[src/rtl/core/hrrn_pkg.sv]
// Shared types and constants for the HRRN job scheduler.
// Used by the interfaces, the job cells, the selector and the top level.
`default_nettype none

package hrrn_pkg;

  localparam int unsigned JOBS_DEF = 16;

  localparam int unsigned ID_W   = 8;
  localparam int unsigned SIZE_W = 17;
  localparam int unsigned CNT_W  = 4;
  localparam int unsigned TIME_W = 16;
  localparam int unsigned WPR_W  = TIME_W + 1;
  localparam int unsigned PROD_W = WPR_W + TIME_W;

  localparam int unsigned PADDR_W = 4;
  localparam int unsigned PDATA_W = 32;

  localparam logic [SIZE_W-1:0] MEM_TOTAL_RST  = 17'd65536;
  localparam logic [CNT_W-1:0]  TAPE_TOTAL_RST = 4'd4;
  localparam logic [CNT_W-1:0]  PRN_TOTAL_RST  = 4'd2;

  typedef enum logic [1:0] {
    REG_MEM  = 2'd0,
    REG_TAPE = 2'd1,
    REG_PRN  = 2'd2
  } reg_idx_e;

  typedef enum logic [1:0] {
    ST_LOAD   = 2'd0,
    ST_SCAN   = 2'd1,
    ST_DECIDE = 2'd2
  } state_e;

  // wpr holds wait + run, run is never zero once stored
  typedef struct packed {
    logic [ID_W-1:0]   id;
    logic [SIZE_W-1:0] size;
    logic [CNT_W-1:0]  tape;
    logic [CNT_W-1:0]  prn;
    logic [WPR_W-1:0]  wpr;
    logic [TIME_W-1:0] run;
  } job_t;

  typedef struct packed {
    logic shift;
    logic kill;
    logic flush;
  } cell_ctrl_t;

  typedef struct packed {
    logic clear;
    logic eval;
    logic commit;
  } sel_ctrl_t;

endpackage

`default_nettype wire

[src/rtl/core/hrrn_ifs.sv]
// Valid/ready channel interfaces for job words in and result words out.
// Depends on hrrn_pkg for field widths.
`default_nettype none

interface hrrn_job_if
  import hrrn_pkg::*;
();
  logic              valid;
  logic              ready;
  logic [ID_W-1:0]   job_id;
  logic [SIZE_W-1:0] job_size;
  logic [CNT_W-1:0]  tape_need;
  logic [CNT_W-1:0]  printer_need;
  logic [TIME_W-1:0] wait_time;
  logic [TIME_W-1:0] run_time;
  logic              last_job;

  modport source (
    output valid, job_id, job_size, tape_need, printer_need, wait_time, run_time,
           last_job,
    input  ready
  );
  modport sink (
    input  valid, job_id, job_size, tape_need, printer_need, wait_time, run_time,
           last_job,
    output ready
  );
endinterface

interface hrrn_res_if
  import hrrn_pkg::*;
();
  logic            valid;
  logic            ready;
  logic [ID_W-1:0] chosen_id;
  logic            chosen_valid;
  logic            last_result;

  modport source (
    output valid, chosen_id, chosen_valid, last_result,
    input  ready
  );
  modport sink (
    input  valid, chosen_id, chosen_valid, last_result,
    output ready
  );
endinterface

`default_nettype wire

[src/rtl/core/hrrn_job_scheduler_unit.sv]
// Load: one job word per cycle while in the load state. Each selection rotates the
// JOBS-cell chain once past the head selector, with an evaluate step and a commit step
// per cell, then a decide step. The first pick leaves on the second decide. One batch
// at a time.
// Reset clears valid bits, counters and handshake state; config registers take reset values.
// Top level: APB config port, job channel in, result channel out. Uses hrrn_pkg, cells, sel.
`default_nettype none

module hrrn_job_scheduler_unit
  import hrrn_pkg::*;
#(
  parameter int unsigned JOBS = JOBS_DEF
) (
  input  wire                 clk_i,
  input  wire                 rst_ni,
  input  wire                 psel,
  input  wire                 penable,
  input  wire                 pwrite,
  input  wire  [PADDR_W-1:0]  paddr,
  input  wire  [PDATA_W-1:0]  pwdata,
  output logic [PDATA_W-1:0]  prdata,
  output logic                pready,
  hrrn_job_if.sink            job_i,
  hrrn_res_if.source          res_o
);

  localparam int unsigned IW = $clog2(JOBS);
  localparam int unsigned CW = $clog2(JOBS + 1);

  // config registers
  logic [SIZE_W-1:0] cfg_mem_q;
  logic [CNT_W-1:0]  cfg_tape_q, cfg_prn_q;
  reg_idx_e          reg_idx;
  logic              cfg_wr;

  assign pready  = 1'b1;
  assign reg_idx = reg_idx_e'(paddr[3:2]);
  assign cfg_wr  = psel && penable && pwrite;

  always_ff @(posedge clk_i or negedge rst_ni) begin
    if (!rst_ni) begin
      cfg_mem_q  <= MEM_TOTAL_RST;
      cfg_tape_q <= TAPE_TOTAL_RST;
      cfg_prn_q  <= PRN_TOTAL_RST;
    end else if (cfg_wr) begin
      case (reg_idx)
        REG_MEM:  cfg_mem_q  <= pwdata[SIZE_W-1:0];
        REG_TAPE: cfg_tape_q <= pwdata[CNT_W-1:0];
        REG_PRN:  cfg_prn_q  <= pwdata[CNT_W-1:0];
        default:  ;
      endcase
    end
  end

  always_comb begin
    case (reg_idx)
      REG_MEM:  prdata = PDATA_W'(cfg_mem_q);
      REG_TAPE: prdata = PDATA_W'(cfg_tape_q);
      REG_PRN:  prdata = PDATA_W'(cfg_prn_q);
      default:  prdata = '0;
    endcase
  end

  // control state
  state_e            st_q, st_d;
  logic              phase_q, phase_d;
  logic [IW-1:0]     step_q, step_d;
  logic [CW-1:0]     count_q, count_d;
  logic [SIZE_W-1:0] mem_q, mem_d;
  logic [CNT_W-1:0]  tape_q, tape_d, prn_q, prn_d;
  logic              pend_v_q, pend_v_d;
  logic [ID_W-1:0]   pend_id_q, pend_id_d;
  logic              out_v_q, out_v_d;
  logic [ID_W-1:0]   out_id_q, out_id_d;
  logic              out_cv_q, out_cv_d, out_last_q, out_last_d;
  logic              push, can_push, in_acc;
  logic              shift, load_sel, kill_en, flush;
  sel_ctrl_t         sel_ctrl;

  // chain
  job_t              cell_job [JOBS];
  logic [JOBS-1:0]   cell_vld;
  job_t              new_job;
  logic [TIME_W-1:0] run_adj;
  logic              found;
  job_t              best;
  logic [IW-1:0]     best_pos;
  logic [IW-1:0]     kill_idx;

  assign job_i.ready = (st_q == ST_LOAD);
  assign in_acc      = job_i.valid && job_i.ready;
  assign can_push    = !out_v_q || res_o.ready;

  assign run_adj      = (job_i.run_time == '0) ? TIME_W'(1) : job_i.run_time;
  assign new_job.id   = job_i.job_id;
  assign new_job.size = job_i.job_size;
  assign new_job.tape = job_i.tape_need;
  assign new_job.prn  = job_i.printer_need;
  assign new_job.wpr  = WPR_W'(job_i.wait_time) + WPR_W'(run_adj);
  assign new_job.run  = run_adj;

  assign kill_idx = IW'(JOBS - 1) - best_pos;

  always_comb begin
    st_d       = st_q;
    phase_d    = phase_q;
    step_d     = step_q;
    count_d    = count_q;
    mem_d      = mem_q;
    tape_d     = tape_q;
    prn_d      = prn_q;
    pend_v_d   = pend_v_q;
    pend_id_d  = pend_id_q;
    push       = 1'b0;
    out_id_d   = out_id_q;
    out_cv_d   = out_cv_q;
    out_last_d = out_last_q;
    shift      = 1'b0;
    load_sel   = 1'b0;
    kill_en    = 1'b0;
    flush      = 1'b0;
    sel_ctrl   = '0;
    case (st_q)
      ST_LOAD: begin
        if (in_acc) begin
          if (count_q < CW'(JOBS)) begin
            shift    = 1'b1;
            load_sel = 1'b1;
            count_d  = count_q + CW'(1);
          end
          if (job_i.last_job) begin
            mem_d          = cfg_mem_q;
            tape_d         = cfg_tape_q;
            prn_d          = cfg_prn_q;
            pend_v_d       = 1'b0;
            sel_ctrl.clear = 1'b1;
            step_d         = '0;
            phase_d        = 1'b0;
            st_d           = ST_SCAN;
          end
        end
      end
      ST_SCAN: begin
        if (!phase_q) begin
          sel_ctrl.eval = 1'b1;
          phase_d       = 1'b1;
        end else begin
          sel_ctrl.commit = 1'b1;
          shift           = 1'b1;
          phase_d         = 1'b0;
          step_d          = step_q + IW'(1);
          if (step_q == IW'(JOBS - 1)) begin
            st_d = ST_DECIDE;
          end
        end
      end
      ST_DECIDE: begin
        if (found) begin
          if (!pend_v_q || can_push) begin
            if (pend_v_q) begin
              push       = 1'b1;
              out_id_d   = pend_id_q;
              out_cv_d   = 1'b1;
              out_last_d = 1'b0;
            end
            pend_v_d       = 1'b1;
            pend_id_d      = best.id;
            mem_d          = mem_q - best.size;
            tape_d         = tape_q - best.tape;
            prn_d          = prn_q - best.prn;
            kill_en        = 1'b1;
            sel_ctrl.clear = 1'b1;
            step_d         = '0;
            phase_d        = 1'b0;
            st_d           = ST_SCAN;
          end
        end else if (can_push) begin
          push       = 1'b1;
          out_id_d   = pend_v_q ? pend_id_q : '0;
          out_cv_d   = pend_v_q;
          out_last_d = 1'b1;
          pend_v_d   = 1'b0;
          flush      = 1'b1;
          count_d    = '0;
          st_d       = ST_LOAD;
        end
      end
      default: st_d = ST_LOAD;
    endcase
    out_v_d = push ? 1'b1 : (res_o.ready ? 1'b0 : out_v_q);
  end

  always_ff @(posedge clk_i or negedge rst_ni) begin
    if (!rst_ni) begin
      st_q     <= ST_LOAD;
      phase_q  <= 1'b0;
      step_q   <= '0;
      count_q  <= '0;
      mem_q    <= MEM_TOTAL_RST;
      tape_q   <= TAPE_TOTAL_RST;
      prn_q    <= PRN_TOTAL_RST;
      pend_v_q <= 1'b0;
      out_v_q  <= 1'b0;
    end else begin
      st_q     <= st_d;
      phase_q  <= phase_d;
      step_q   <= step_d;
      count_q  <= count_d;
      mem_q    <= mem_d;
      tape_q   <= tape_d;
      prn_q    <= prn_d;
      pend_v_q <= pend_v_d;
      out_v_q  <= out_v_d;
    end
  end

  always_ff @(posedge clk_i) begin
    pend_id_q  <= pend_id_d;
    out_id_q   <= out_id_d;
    out_cv_q   <= out_cv_d;
    out_last_q <= out_last_d;
  end

  assign res_o.valid        = out_v_q;
  assign res_o.chosen_id    = out_id_q;
  assign res_o.chosen_valid = out_cv_q;
  assign res_o.last_result  = out_last_q;

  // new jobs enter cell 0; during a scan the head feeds back into cell 0
  for (genvar g = 0; g < JOBS; g++) begin : g_cell
    cell_ctrl_t ctrl;
    job_t       din;
    logic       vin;

    assign ctrl.shift = shift;
    assign ctrl.kill  = kill_en && (kill_idx == IW'(g));
    assign ctrl.flush = flush;

    if (g == 0) begin : g_first
      assign din = load_sel ? new_job : cell_job[JOBS-1];
      assign vin = load_sel ? 1'b1 : cell_vld[JOBS-1];
    end else begin : g_rest
      assign din = cell_job[g-1];
      assign vin = cell_vld[g-1];
    end

    hrrn_cell u_cell (
      .clk_i   (clk_i),
      .rst_ni  (rst_ni),
      .ctrl_i  (ctrl),
      .job_i   (din),
      .valid_i (vin),
      .job_o   (cell_job[g]),
      .valid_o (cell_vld[g])
    );
  end

  hrrn_sel #(
    .JOBS (JOBS)
  ) u_sel (
    .clk_i        (clk_i),
    .rst_ni       (rst_ni),
    .ctrl_i       (sel_ctrl),
    .step_i       (step_q),
    .head_i       (cell_job[JOBS-1]),
    .head_valid_i (cell_vld[JOBS-1]),
    .mem_left_i   (mem_q),
    .tape_left_i  (tape_q),
    .prn_left_i   (prn_q),
    .found_o      (found),
    .best_o       (best),
    .best_pos_o   (best_pos)
  );

`ifndef SYNTH
  a_count_range: assert property (@(posedge clk_i) disable iff (!rst_ni)
    count_q <= CW'(JOBS))
    else $error("job count above capacity");

  a_valid_le_count: assert property (@(posedge clk_i) disable iff (!rst_ni)
    $countones(cell_vld) <= int'(count_q))
    else $error("more valid cells than loaded jobs");

  a_flush_done: assert property (@(posedge clk_i) disable iff (!rst_ni)
    (st_q == ST_DECIDE && st_d == ST_LOAD) |=> (cell_vld == '0 && count_q == '0))
    else $error("chain not emptied at end of batch");

  a_pick_fits: assert property (@(posedge clk_i) disable iff (!rst_ni)
    (st_q == ST_DECIDE && found) |->
      (best.size <= mem_q && best.tape <= tape_q && best.prn <= prn_q))
    else $error("picked job does not fit");

  a_empty_is_last: assert property (@(posedge clk_i) disable iff (!rst_ni)
    (res_o.valid && !res_o.chosen_valid) |-> res_o.last_result)
    else $error("empty result not marked last");
`endif

endmodule

`default_nettype wire

[src/rtl/core/hrrn_cell.sv]
// One job slot of the rotating job chain.
// Depends on hrrn_pkg for job_t and cell_ctrl_t.
`default_nettype none

module hrrn_cell
  import hrrn_pkg::*;
(
  input  wire        clk_i,
  input  wire        rst_ni,
  input  cell_ctrl_t ctrl_i,
  input  job_t       job_i,
  input  wire        valid_i,
  output job_t       job_o,
  output logic       valid_o
);

  job_t job_q;
  logic valid_q, valid_d;

  always_comb begin
    valid_d = valid_q;
    if (ctrl_i.flush || ctrl_i.kill) begin
      valid_d = 1'b0;
    end else if (ctrl_i.shift) begin
      valid_d = valid_i;
    end
  end

  always_ff @(posedge clk_i or negedge rst_ni) begin
    if (!rst_ni) begin
      valid_q <= 1'b0;
    end else begin
      valid_q <= valid_d;
    end
  end

  always_ff @(posedge clk_i) begin
    if (ctrl_i.shift) begin
      job_q <= job_i;
    end
  end

  assign job_o   = job_q;
  assign valid_o = valid_q;

endmodule

`default_nettype wire

[src/rtl/core/hrrn_sel.sv]
// Best-job tracker at the head of the chain: fit check and ratio compare.
// Depends on hrrn_pkg; each cell is handled in a multiply step, then a compare step.
`default_nettype none

module hrrn_sel
  import hrrn_pkg::*;
#(
  parameter int unsigned JOBS = JOBS_DEF
) (
  input  wire                         clk_i,
  input  wire                         rst_ni,
  input  sel_ctrl_t                   ctrl_i,
  input  wire  [$clog2(JOBS)-1:0]     step_i,
  input  job_t                        head_i,
  input  wire                         head_valid_i,
  input  wire  [SIZE_W-1:0]           mem_left_i,
  input  wire  [CNT_W-1:0]            tape_left_i,
  input  wire  [CNT_W-1:0]            prn_left_i,
  output logic                        found_o,
  output job_t                        best_o,
  output logic [$clog2(JOBS)-1:0]     best_pos_o
);

  localparam int unsigned IW = $clog2(JOBS);

  job_t              best_q, cand_q;
  logic [IW-1:0]     pos_q;
  logic [PROD_W-1:0] prod_cand_q, prod_best_q;
  logic              cand_ok_q;
  logic              found_q, found_d;
  logic              fits;
  logic              take;

  assign fits = (head_i.size <= mem_left_i) && (head_i.tape <= tape_left_i) &&
                (head_i.prn <= prn_left_i);

  // >= lets the later-loaded job win a tie
  assign take = ctrl_i.commit && cand_ok_q && (!found_q || (prod_cand_q >= prod_best_q));

  always_comb begin
    found_d = found_q;
    if (ctrl_i.clear) begin
      found_d = 1'b0;
    end else if (take) begin
      found_d = 1'b1;
    end
  end

  always_ff @(posedge clk_i or negedge rst_ni) begin
    if (!rst_ni) begin
      found_q <= 1'b0;
    end else begin
      found_q <= found_d;
    end
  end

  always_ff @(posedge clk_i) begin
    if (ctrl_i.eval) begin
      prod_cand_q <= PROD_W'(head_i.wpr) * PROD_W'(best_q.run);
      prod_best_q <= PROD_W'(best_q.wpr) * PROD_W'(head_i.run);
      cand_q      <= head_i;
      cand_ok_q   <= head_valid_i && fits;
    end
    if (take) begin
      best_q <= cand_q;
      pos_q  <= step_i;
    end
  end

  assign found_o    = found_q;
  assign best_o     = best_q;
  assign best_pos_o = pos_q;

endmodule

`default_nettype wire
[src/flat_wrapper.sv]
// flat-port wrapper written by rule: the top's interface ports become plain ports
module hrrn_job_scheduler_unit_flat import hrrn_pkg::*;
#(
  parameter int unsigned JOBS = JOBS_DEF
)
  (clk_i, rst_ni, psel, penable, pwrite, paddr, pwdata, prdata, pready, job_i_valid, job_i_job_id, job_i_job_size, job_i_tape_need, job_i_printer_need, job_i_wait_time, job_i_run_time, job_i_last_job, job_i_ready, res_o_valid, res_o_chosen_id, res_o_chosen_valid, res_o_last_result, res_o_ready);
  hrrn_job_if job_i_i ();
  hrrn_res_if res_o_i ();
  input  wire clk_i;
  input  wire rst_ni;
  input  wire psel;
  input  wire penable;
  input  wire pwrite;
  input  wire  [PADDR_W-1:0] paddr;
  input  wire  [PDATA_W-1:0] pwdata;
  output logic [PDATA_W-1:0] prdata;
  output logic pready;
  input wire logic [$bits(job_i_i.valid)-1:0] job_i_valid;
  input wire logic [$bits(job_i_i.job_id)-1:0] job_i_job_id;
  input wire logic [$bits(job_i_i.job_size)-1:0] job_i_job_size;
  input wire logic [$bits(job_i_i.tape_need)-1:0] job_i_tape_need;
  input wire logic [$bits(job_i_i.printer_need)-1:0] job_i_printer_need;
  input wire logic [$bits(job_i_i.wait_time)-1:0] job_i_wait_time;
  input wire logic [$bits(job_i_i.run_time)-1:0] job_i_run_time;
  input wire logic [$bits(job_i_i.last_job)-1:0] job_i_last_job;
  output wire logic [$bits(job_i_i.ready)-1:0] job_i_ready;
  output wire logic [$bits(res_o_i.valid)-1:0] res_o_valid;
  output wire logic [$bits(res_o_i.chosen_id)-1:0] res_o_chosen_id;
  output wire logic [$bits(res_o_i.chosen_valid)-1:0] res_o_chosen_valid;
  output wire logic [$bits(res_o_i.last_result)-1:0] res_o_last_result;
  input wire logic [$bits(res_o_i.ready)-1:0] res_o_ready;
  assign job_i_i.valid = job_i_valid;
  assign job_i_i.job_id = job_i_job_id;
  assign job_i_i.job_size = job_i_job_size;
  assign job_i_i.tape_need = job_i_tape_need;
  assign job_i_i.printer_need = job_i_printer_need;
  assign job_i_i.wait_time = job_i_wait_time;
  assign job_i_i.run_time = job_i_run_time;
  assign job_i_i.last_job = job_i_last_job;
  assign job_i_ready = job_i_i.ready;
  assign res_o_valid = res_o_i.valid;
  assign res_o_chosen_id = res_o_i.chosen_id;
  assign res_o_chosen_valid = res_o_i.chosen_valid;
  assign res_o_last_result = res_o_i.last_result;
  assign res_o_i.ready = res_o_ready;
  hrrn_job_scheduler_unit #(.JOBS(JOBS)) u_core (.clk_i(clk_i), .rst_ni(rst_ni), .psel(psel), .penable(penable), .pwrite(pwrite), .paddr(paddr), .pwdata(pwdata), .prdata(prdata), .pready(pready), .job_i(job_i_i), .res_o(res_o_i));
endmodule
[config.mk]
export PLATFORM = sky130hd
export DESIGN_NAME = hrrn_job_scheduler_unit_flat
export DESIGN_NICKNAME = d
export VERILOG_FILES = /design/src/rtl/core/hrrn_pkg.sv /design/src/rtl/core/hrrn_ifs.sv /design/src/rtl/core/hrrn_job_scheduler_unit.sv /design/src/rtl/core/hrrn_cell.sv /design/src/rtl/core/hrrn_sel.sv /design/src/flat_wrapper.sv
export SDC_FILE = /design/constraint.sdc
export NUM_CORES = 2
export LEC_CHECK = 0
export ABC_AREA = 1
export BUFFER_PORTS_ARGS = -buffer_cell sky130_fd_sc_hd__buf_2
export CORE_MARGIN = 2
export CORE_UTILIZATION = 30
export DETAILED_ROUTE_END_ITERATION = 8
export PLACE_DENSITY_LB_ADDON = 0.15
export SYNTH_ARGS = -nofsm -noshare
export SYNTH_HDL_FRONTEND = slang
export SYNTH_HIERARCHICAL = 1
export SYNTH_SLANG_ARGS = --single-unit
[constraint.sdc]
create_clock -name clk_i -period 51 [get_ports clk_i]
set_clock_uncertainty 0.15 [all_clocks]
set_input_delay 7.65 -clock clk_i [delete_from_list [all_inputs] [get_ports clk_i]]
set_output_delay 7.65 -clock clk_i [all_outputs]
set_load 0.02 [all_outputs]
Yosys cells after proc, flatten, opt, wreduce, memory -nomap -nowiden:

Index checks and enable logic that the tools add are counted.

* equal/unequal tests: 33
* magnitude comparators: 5
* multiply operators: 2
* reductions and logical operators: 82
* $add $sub $neg: 7
* mux-type cells: 116

Operators by type and width (count)
* $mux W1: 69
* $mux W17: 4
* $mul A17 B16 Y33: 2
* $mux W66: 1
* $mux W4: 13
* $pmux W17 S3: 1
* $mux W8: 5
* $reduce_bool A2 Y1: 20
* $eq A4 B4 Y1 const B: 9
* $pmux W17 S2: 1
* $ge A33 B33 Y1: 1
* $logic_and A1 B1 Y1: 24
* $mux W5: 4
* $reduce_and A5 Y1: 4
* $logic_or A1 B1 Y1: 19
* $add A16 B16 Y17: 1
* $le A17 B17 Y1: 1
* $sub A17 B17 Y17: 1
* $eq A4 B3 Y1 const B: 4
* $logic_not A16 Y1: 1
* $mux W16: 1
* $mux W2: 8
* $pmux W4 S2: 2
* $ne A2 B1 Y1 const B: 6
* other kinds (25): 43

* register bits after elaboration: 1358
* input port bits: 109
* logic and storage cells: 390
* output and inout bits: 45

Longest topological paths before layout:

* word-level depth: 9
* depth in mapped cells: 27
* gate-level depth less buffers: 25

Hierarchy:

Netlist, hierarchy kept.

By module, submodules not included
* hrrn_cell: cells each 73, sequential area each 2006.9 um^2, area an instance 2031.9 um^2, times used 16
* hrrn_sel: cells each 3039, sequential area each 6120.9 um^2, area an instance 26693.1 um^2, times used 1
* hrrn_job_scheduler_unit: cells each 1074, sequential area each 2149.6 um^2, area an instance 6976.7 um^2, times used 1

Worst setup path after synthesis:

Ideal clock, no wire load.

* kind: input -> register
* start point: input job_i_valid
* end point: register u_core.g_cell[0].u_cell.job_q, in the netlist u_core/g_cell[0].u_cell/job_o[0] (enable)
* arrival: 25.599 ns
* path buffers: 1
* setup slack: 17.893 ns
* stages: 5
* setup time: 7.359 ns
* data required time: 43.491 ns
* cell sequence: nand2_1 > nor2_4 > inv_2 > clkbuf_1 > nand2_1

RTL lines
* start: declaration: line flat_wrapper.sv:18 `input wire logic [$bits(job_i_i.valid)-1:0] job_i_valid;`
* end signal: assignment: line hrrn_cell.sv:39 `job_q <= job_i;`
* end: declaration: line hrrn_cell.sv:17 `job_t job_q;`

Worst setup path after layout:

* start point: input paddr[2]
* end point: output prdata[3]

* longest elaborated chain between the ends: 2
* elaborated cells between the ends (all ways): 4
* classes of those cells: 2 x eq/ne; 1 x mux; 1 x reduce/logical

RTL lines
* start: declaration: line flat_wrapper.sv:14 `input wire [PADDR_W-1:0] paddr;`
* $eq A2 B2 Y1, or another cell as far along: line hrrn_job_scheduler_unit.sv:56 `case (reg_idx)`
* $pmux W17 S3 *: line hrrn_job_scheduler_unit.sv:56
* end: declaration: line flat_wrapper.sv:16 `output logic [PDATA_W-1:0] prdata;`

Mark *: on every way between the ends. The rest lies on a longest branch, timed or not.

==> impl_metrics.toml <==
[grt]
grt_use_total = 0.128
grt_pass1_vias = 37100
grt_pass1_wl_microns = 220000
antenna_found_initial = 8
grt-ovfl-total = 0
grt_max_degree = 93

[die]
io_pins = 154
fp.dieArea_sq_um = 224000
coreArea_sq_um = 220000
die_h_microns = 474
die_x_microns = 474
start_util = 0.301
rows = 172

[clock_tree]
cts-htree-levels = 4
ctsHoldBuffers = 0
path_clk_slew_ps = 60
cts_tree = "yes"
cts-buffers-inserted = 153
clk_path_buf_depth = 3
postCtsSetupRepairBufs = 0
clock_sinks = 1358
cts_root_buf = "clkbuf_16"
clk_latency_ps = 800
cts-resized-gates = 0

[final_layout]
drive_gt1_frac = 0.0862
final_common_cell = "edfxtp_1"
final_cell_mix = "1277 x edfxtp_1, 1208 x nand2_1, 987 x inv_1"
nNetsFinal = 6271
final_cell_area_sq_um = 74900
areaGrowthSynthToFinish_pct = 13.2

[sta]
finalHoldViolCount = 0
finalSetupTns_ps = 0
maxSlewHeadroom = 0.233
post-route-period-util = 0.323
fmax_mhz = 60.6
rsz0062_at_grt = "false"
tightest_slew_ps = 1150
setup_viol = 0
period_needed_ps = 16490
slew_violations = 0

[logic_synthesis]
netlist_instances = 5281
synth_area_sq_um = 66200
syn_area_per_cell_sq_um = 12.5
yosysSeqAreaShare = 0.610
async_reset_ff_frac = 0.0596
synth.distinct_cells = 58
ys_ff_latch = 1358
synth_edf_count = 1277
synth_top_flop_cell = "edfxtp_1"
ys_warn_count = 6

[placement]
dp_hpwl_microns = 96900
globalplace.congestion = 0.841
io_buffers = 120
placed_cell_area_sq_um = 70000

[worst_setup_path]
crit_slowest_cell = "inv_1"
cp_top_family = "buffers and inverters"
path_common_cell = "buf_2"
critical_path_peak_fanout = 14
required_ps = 43200
path_cells = "buf_2 > nor2_1 > inv_1 > o221ai_1 > buf_2"
cpPeakStageDelay_ps = 270
worst-path-buf-inv = 3
cp.arrival_ps = 8690
worstSetupEndpointType = "output pin"
crit_type = "in -> out"
cp-start-kind = "input pin"

[outcome]
status = "finished clean"

[flow_run]
drv_cap = 0

[drt]
drc = 0
drt-wirelength-per-cell_microns = 16.9
dr.pass1.iters = 5
drt_iter0_drc = 2302
routed_wl_microns = 143000
vias = 36300
final_antenna_net_count = 0
routed_via_density = 4.31

[worst_hold_path]
min_path_type = "reg -> reg"
-- sequential cells by signal (all words and copies together) (netlist names), 2 cells and up --
signal / flops
u_core/u_sel/best_pos_o: 4
u_core/cfg_tape_q: 4
u_core/res_o.chosen_id: 8
u_core/cfg_prn_q: 4
u_core/g_cell.u_cell/valid_o: 16
u_core/u_sel/prod_cand_q: 33
u_core/u_sel/best_o: 66
u_core/u_sel/cand_q: 66
u_core/count_q: 5
u_core/g_cell.u_cell/job_o: 1056
u_core/mem_q: 17
u_core/prn_q: 4
u_core/pend_id_q: 8
u_core/step_q: 4
u_core/u_sel/prod_best_q: 33
u_core/cfg_mem_q: 17
u_core/tape_q: 4
u_core/st_q: 2
-- metrics by stage --
| stage | worst slack [ps] | util | hold WS (ps) | cells |
|---|---|---|---|---|
| floorplan | 17890 | - | 250 | 5295 |
| global placement | 34540 | 0.319 | 250 | 8150 |
| detailed placement | 34510 | 0.319 | 255 | 8150 |
| CTS | 34500 | 0.341 | 219 | 8425 |
| global route | 34380 | 0.341 | 228 | 8426 |
| finish | 34510 | 0.341 | 224 | 8426 |
-- cell usage after synthesis (6+ instances only) --
master	n	area [sq um]
edfxtp_1	1277	38300
nand2_1	1209	4540
inv_1	988	3710
fa_1	420	8410
ha_1	308	3850
nor2_1	221	830
clkbuf_1	160	601
a21oi_1	130	651
nand3_1	98	490
o21ai_0	77	385
dfrtp_1	75	1880
xor2_1	53	464
nor3_1	23	115
nand4_1	22	138
nor2_2	21	131
buf_4	19	143
nand2_2	19	119
xnor2_1	18	158
o21ai_1	15	75.1
a21oi_2	14	123
o21ai_2	9	78.8
a21o_1	8	60.1
buf_2	8	40.0
dfstp_2	6	158
nor2_4	6	67.6
nor4_1	6	37.5
o21a_1	6	45.0
-- routing by layer --
layer	up-vias	wire, microns	global-route usage
met1	18200	68100	0.181
met4	4	4140	0.0425
met5	-	30	0
met2	604	65200	0.199
met3	231	5310	0.0223
li1	17300	-	-
-- path summary, 6_finish.rpt --
| path | start | endpoint | slack [ps] | cells past startpoint |
|---|---|---|---|---|
| worst min-delay path | u_core/g_cell[10].u_cell/job_o[26] | u_core/g_cell[11].u_cell/job_o[26] | 220 | 0 |
| max in group asynchronous | rst_ni | u_core/mem_q[7] | 42910 | 2 |
| worst max-delay path | paddr[2] | prdata[3] | 34510 | 5 |
| min in group asynchronous | rst_ni | u_core/count_q[3] | 6570 | 1 |
| worst min register to register | u_core/g_cell[10].u_cell/job_o[26] | u_core/g_cell[11].u_cell/job_o[26] | 220 | 0 |
| worst max register to register | u_core/st_q[1] | u_core/g_cell[8].u_cell/job_o[18] | 43640 | 9 |
-- cell families after synthesis --
| logic type | Yosys count | share of synthesized area |
|---|---|---|
| AO/OA/AOI/OAI | 285 | 0.0247 |
| XOR/XNOR | 71 | 0.00940 |
| adder cells (fa/ha/maj) | 728 | 0.185 |
| buffers and inverters | 1184 | 0.0689 |
| flip-flops | 1358 | 0.610 |
| multiplexers | 3 | 0.000473 |
| other | 2 | 0.000113 |
| AND/OR/NAND/NOR | 1650 | 0.101 |
-- worst reg2reg max path, cell delays in order, from the launching register on --
cell      delay [ps]
dfrtp_1          570
nor2_4           220
nand2_1          110
nor2_4           720
clkinv_2         850
nand2_4          840
buf_4            810
buf_4            830
buf_4            770
buf_4            970
-- layout make-up --
class / count / area [sq um]
Clock buffer: 192 / 4030
Timing Repair Buffer: 173 / 1000
Inverter: 995 / 3750
Tap cell: 2871 / 3590
Fill cell: 21700 / 145000
Antenna cell: 1 / 2.50
Clock inverter: 83 / 870
Sequential cell: 1358 / 40400
Multi-Input combinational cell: 2753 / 21300
Power is left out: the tool's default activity adds up to more than one toggle a clock period on the data nets, which glitch-free logic cannot reach.
